==> src/design/fgs_pkg.sv <==
`default_nettype none
package fgs_pkg;

   // Sample width held in the scan stores.
   localparam int RangeBits = 16;

   // Configuration register indexes.
   localparam logic [1:0] CsrMaxRange     = 2'd0;
   localparam logic [1:0] CsrBubbleRadius = 2'd1;
   localparam logic [1:0] CsrStartAngle   = 2'd2;
   localparam logic [1:0] CsrAngleStep    = 2'd3;

   // Reset values of the configuration registers.
   localparam logic [15:0]        MaxRangeReset     = 16'd3000;
   localparam logic [7:0]         BubbleRadiusReset = 8'd20;
   localparam logic signed [31:0] StartAngleReset   = -32'sd154403;
   localparam logic [15:0]        AngleStepReset    = 16'd286;

   // Reciprocal of three for a 20-bit shift; exact for sums below 2^19.
   localparam logic [19:0] RecipThree = 20'd349526;

   typedef struct packed {
      logic [15:0] range_sample;
      logic        sample_invalid;
      logic        last_sample;
   } fgs_req_type;

   typedef struct packed {
      logic signed [31:0] steer_angle;
      logic [9:0]         target_index;
      logic [10:0]        gap_first;
      logic [10:0]        gap_after;
   } fgs_rsp_type;

   typedef struct packed {
      logic [15:0]        max_range;
      logic [7:0]         bubble_reach;
      logic signed [31:0] start_angle;
      logic [15:0]        angle_step;
   } fgs_cfg_type;

   // One classified sample as it passes from the front to the back.
   typedef struct packed {
      logic [RangeBits-1:0] value;
      logic                 last;
   } fgs_word_type;

endpackage
`default_nettype wire

==> src/design/fgs_front.sv <==
`default_nettype none
module fgs_front
   import fgs_pkg::*;
(
   input  wire logic         clock,
   input  wire logic         reset,
   input  wire logic [15:0]  max_range,
   input  wire logic         req_valid,
   output logic              req_stall,
   input  wire fgs_req_type  req_data,
   output logic              q_valid,
   input  wire logic         q_pop,
   output fgs_word_type      q_word
);

   fgs_word_type   slot_ff [2];
   logic           wptr_ff, wptr_in;
   logic           rptr_ff, rptr_in;
   logic [1:0]     fill_ff, fill_in;
   logic           push;
   logic           pop;
   fgs_word_type   word;

   // Clip the sample: invalid or over-limit readings become empty.
   always_comb begin
      word.last = req_data.last_sample;
      if (req_data.sample_invalid || (req_data.range_sample > max_range)) begin
         word.value = '0;
      end else begin
         word.value = req_data.range_sample[RangeBits-1:0];
      end
   end

   // Two-entry queue between the front and the back.
   assign req_stall = (fill_ff == 2'd2);
   assign push      = req_valid && !req_stall;
   assign q_valid   = (fill_ff != 2'd0);
   assign pop       = q_pop && q_valid;
   assign q_word    = slot_ff[rptr_ff];

   always_comb begin
      wptr_in = push ? ~wptr_ff : wptr_ff;
      rptr_in = pop ? ~rptr_ff : rptr_ff;
      fill_in = fill_ff + {1'b0, push} - {1'b0, pop};
   end

   always_ff @(posedge clock) begin
      if (reset) begin
         wptr_ff <= 1'b0;
         rptr_ff <= 1'b0;
         fill_ff <= 2'd0;
      end else begin
         wptr_ff <= wptr_in;
         rptr_ff <= rptr_in;
         fill_ff <= fill_in;
      end
   end

   always_ff @(posedge clock) begin
      if (push) begin
         slot_ff[wptr_ff] <= word;
      end
   end

endmodule
`default_nettype wire

==> config.mk <==
export PLATFORM = sky130hd
export DESIGN_NAME = fgs_front
export DESIGN_NICKNAME = d
export VERILOG_FILES = /design/src/design/fgs_pkg.sv /design/src/design/fgs_front.sv
export SDC_FILE = /design/constraint.sdc
export NUM_CORES = 1
export LEC_CHECK = 0
export BUFFER_PORTS_ARGS = -buffer_cell sky130_fd_sc_hd__buf_2
export CORE_ASPECT_RATIO = 0.7
export CORE_MARGIN = 2
export CORE_UTILIZATION = 52
export CTS_BUF_LIST = sky130_fd_sc_hd__clkbuf_16
export DETAILED_ROUTE_END_ITERATION = 7
export PLACE_DENSITY = 0.82
export SLEW_MARGIN = 20
export SYNTH_ARGS = -nofsm -noshare
export SYNTH_HDL_FRONTEND = slang
export SYNTH_SLANG_ARGS = --single-unit
==> constraint.sdc <==
create_clock -name clock -period 3.35 [get_ports clock]
set_input_delay 0.67 -clock clock [delete_from_list [all_inputs] [get_ports clock]]
set_output_delay 0.67 -clock clock [all_outputs]
set_load 0.03 [all_outputs]
==> flow_metrics.env <==
export IMPL_timing_max_slew_rel_slack=0.4892
export IMPL_clkSinkCount=39
export IMPL_worstSetupEndpointType="flop"
export IMPL_detailedRoute_firstPassIterationCount=4
export IMPL_grt_pass1_vias=1254
export IMPL_dp_hpwl_um=2825
export IMPL_grt_usage=0.1737
export IMPL_synthArstFlopShare=0
export IMPL_die_height_um=57.23
export IMPL_maximum_resistive_drop_on_vdd_mv=0.3502
export IMPL_setup_slack_ns=0.8794
export IMPL_routed_wire_length_per_instance_um=13.04
export IMPL_detail_route_drc_violations=0
export IMPL_die_w_um=80.04
export IMPL_syn_inst=169
export IMPL_power_static_leakage_nw=1.150
export IMPL_path_max_fanout=16
export IMPL_num_antenna_cells=0
export IMPL_cts_root_buf="clkbuf_16"
export IMPL_timing_clock_skew_ns=0.003940
export IMPL_worst_r2r_startpoint="fill_ff[1]"
export IMPL_maximum_buffer_depth_of_the_clock_tree=2
export IMPL_ys_warnings_count=0
export IMPL_cts_tree="yes"
export IMPL_setup_viol=0
export IMPL_worst_hold_path_num_cells=2
export IMPL_post_cts_setup_buffer_count=0
export IMPL_grt_max_degree=18
export IMPL_std_cell_rows=19
export IMPL_finalWirelength_um=3676
export IMPL_timing_rr_end="fill_ff[1]"
export IMPL_netlist_area_sq_um=2105
export IMPL_antenna_left=0
export IMPL_netlist_cell_type_count=31
export IMPL_synthFlopType="edfxtp_1"
export IMPL_placed_cells=274
export IMPL_dr_first_iter_drc_count=60
export IMPL_htree_num_levels=2
export IMPL_io_buffers=56
export IMPL_path_clk_slew_ns=0.05
export IMPL_worstSetupStartpoint="max_range[15]"
export IMPL_reg2reg_slack_ns=1.59
export IMPL_i_o_pin_count=57
export IMPL_synth_enable_flop_cells=34
export IMPL_clk_latency_ns=0.28
export IMPL_cts_repair_resized=0
export IMPL_count_of_vias_placed_by_the_detailed_router=1378
export IMPL_worst_setup_path_endpoint="slot_ff[1][1]"
export IMPL_postSynthRegisterBits=39
export IMPL_hp_class="flop to flop"
export IMPL_design_die_area_sq_um=4580
export IMPL_routabilityCongestion=0.7612
export IMPL_cts_hold_fix_buffers=0
export IMPL_cp_arrival_ns=2.57
export IMPL_r2r_worst_path_cells=8
export IMPL_max_freq_ghz=0.4048
export IMPL_finalSetupTns_ns=0
export IMPL_final_core_utilization=0.6573
export IMPL_coreArea_sq_um=3899
export IMPL_num_fill_cells=314
export IMPL_global_route_wire_length_before_repair_um=5865
export IMPL_post_place_ws_ns=0.5789
export IMPL_timing_worst_setup_path_type="input port to flop"
export IMPL_route_detailed_vias_per_inst=4.887
export IMPL_run_status="finished, final reports clean"
export IMPL_timing_critical_path_from_type="input port"
export IMPL_rsz0062_at_grt="false"
export IMPL_required_ns=3.45
export IMPL_tritoncts_buffer_count=5
export IMPL_synth_area_per_cell_sq_um=12.45
export IMPL_syn2layout_area_growth_pct=21.76
export IMPL_post_route_min_period_ns=2.471
export IMPL_share_of_layout_cells_above_drive_strength_1=0.4087
export IMPL_final_period_utilization=0.7375
export IMPL_timing_worst_slew_pin_value_ns=0.7662
export IMPL_synth_seq_area_share=0.5327
export IMPL_drv_max_cap_violation_count=0
export IMPL_final_nets=285
export IMPL_initial_utilization=0.5398
export IMPL_hold_viol_final=0
export IMPL_drv_slew=0
export IMPL_grt_overflow_total=0
export IMPL_layout_cells_non_filler=282
export IMPL_p_per_area_nw_per_um2=642.7
export IMPL_synthesis_nets=225
export IMPL_hold_path_startpoint="rptr_ff"
export IMPL_antenna_found_initial=0
==> layout by cell type, fill, tap and decap left out, drive strengths merged <==
cell     netlist  routed
a21boi         1       1
ha            18      18
inv           18      21
nand2          5       5
a2111oi        1       1
nor2           6       6
and3           1       1
nor3           1       1
a21oi         20      20
or4            1       1
nand2b        16      16
buf            2      59
nand3          1       1
a21o           1       1
xor2           2       2
nor2b          2       2
and2           2       2
edfxtp        34      34
nor4           1       1
dfxtp          5       5
or3            1       1
clkbuf         4       5
nand4          3       3
mux2          17      17
xnor2          2       2
a211oi         1       1
or2            1       1
o21ai          2       2
==> cells in the mapped netlist, types with 2 or more instances <==
library cell | n | area (sq um)
o21ai_0 | 2 | 10.01
clkbuf_1 | 4 | 15.01
nor2b_1 | 2 | 12.51
nand4_1 | 2 | 12.51
xor2_1 | 2 | 17.52
inv_1 | 18 | 67.56
nand2_1 | 5 | 18.77
a21oi_1 | 10 | 50.05
nand2b_1 | 16 | 100.1
mux2_2 | 17 | 191.4
and2_1 | 2 | 12.51
dfxtp_1 | 5 | 100.1
edfxtp_1 | 34 | 1021
a21oi_2 | 10 | 87.58
nor2_1 | 6 | 22.52
xnor2_1 | 2 | 17.52
ha_1 | 18 | 225.2
==> worst max-delay path: stages <==
cell and delay (ns):
buf_2 0.07, inv_1 0.03, ha_1 0.32, nand4_2 0.14
nor2_1 0.06, or3_1 0.32, or4_1 0.46, buf_4 0.22
a211oi_2 0.27
==> final cells by class <==
cell class,instances,area [sq um],share of cell area
tap,52,65.06,0.02539
clock inverter,3,11.26,0.004395
timing repair buffer,59,302.8,0.1182
clock buffer,5,125.1,0.04883
multi-input combinational,106,869.6,0.3394
inverter,18,67.56,0.02637
sequential,39,1121,0.4375
==> per-layer routing <==
metal  track usage  vias to the layer above  routed length, um  part of all wire
met3       0.04272                        4                243             0.066
met5             0                        -                  0                 0
met4       0.09443                        0                 68             0.018
met1        0.2497                      595               1840              0.50
li1              -                      723                  -                 -
met2        0.2440                       56               1524              0.41
==> report_power, final <==
part           total, mW  internal (mW)  switching [mW]
combinational      0.544          0.213           0.331
sequential         0.678          0.629          0.0499
clock              0.425          0.267           0.158
total               1.65           1.11           0.539
==> registers in the layout (all words and copies together) (netlist names), named ones only <==
| signal | cells |
|---|---|
| rptr_ff | 1 |
| fill_ff | 2 |
| slot_ff | 34 |
| wptr_ff | 1 |
==> stage by stage <==
step	power, mW	hold WS (ns)	cell area (sq um)
finish	1.647	0.5369	2562
floorplan	1.093	0.4811	2105
detailed placement	1.236	0.5204	2426
CTS	1.664	0.5414	2562
global placement	1.226	0.4967	2426
global route	1.731	0.5591	2562
==> logic make-up after synthesis <==
logic type | share of synthesized area
AO/OA/AOI/OAI | 0.08740
XOR/XNOR | 0.01665
adder cells (fa/ha/maj) | 0.1070
buffers and inverters | 0.05410
flip-flops | 0.5327
multiplexers | 0.09096
AND/OR/NAND/NOR | 0.1112
==> how the worst min path moves through the flow <==
| stage | end | slack (ns) |
|---|---|---|
| after floorplan | flop | 0.48 |
| after global placement | flop | 0.50 |
| after detailed placement | wptr_ff | 0.52 |
| after CTS | wptr_ff | 0.54 |
| after global routing | flop | 0.56 |
| final | flop | 0.54 |
Note: power is estimated with default switching activity, not from simulation.
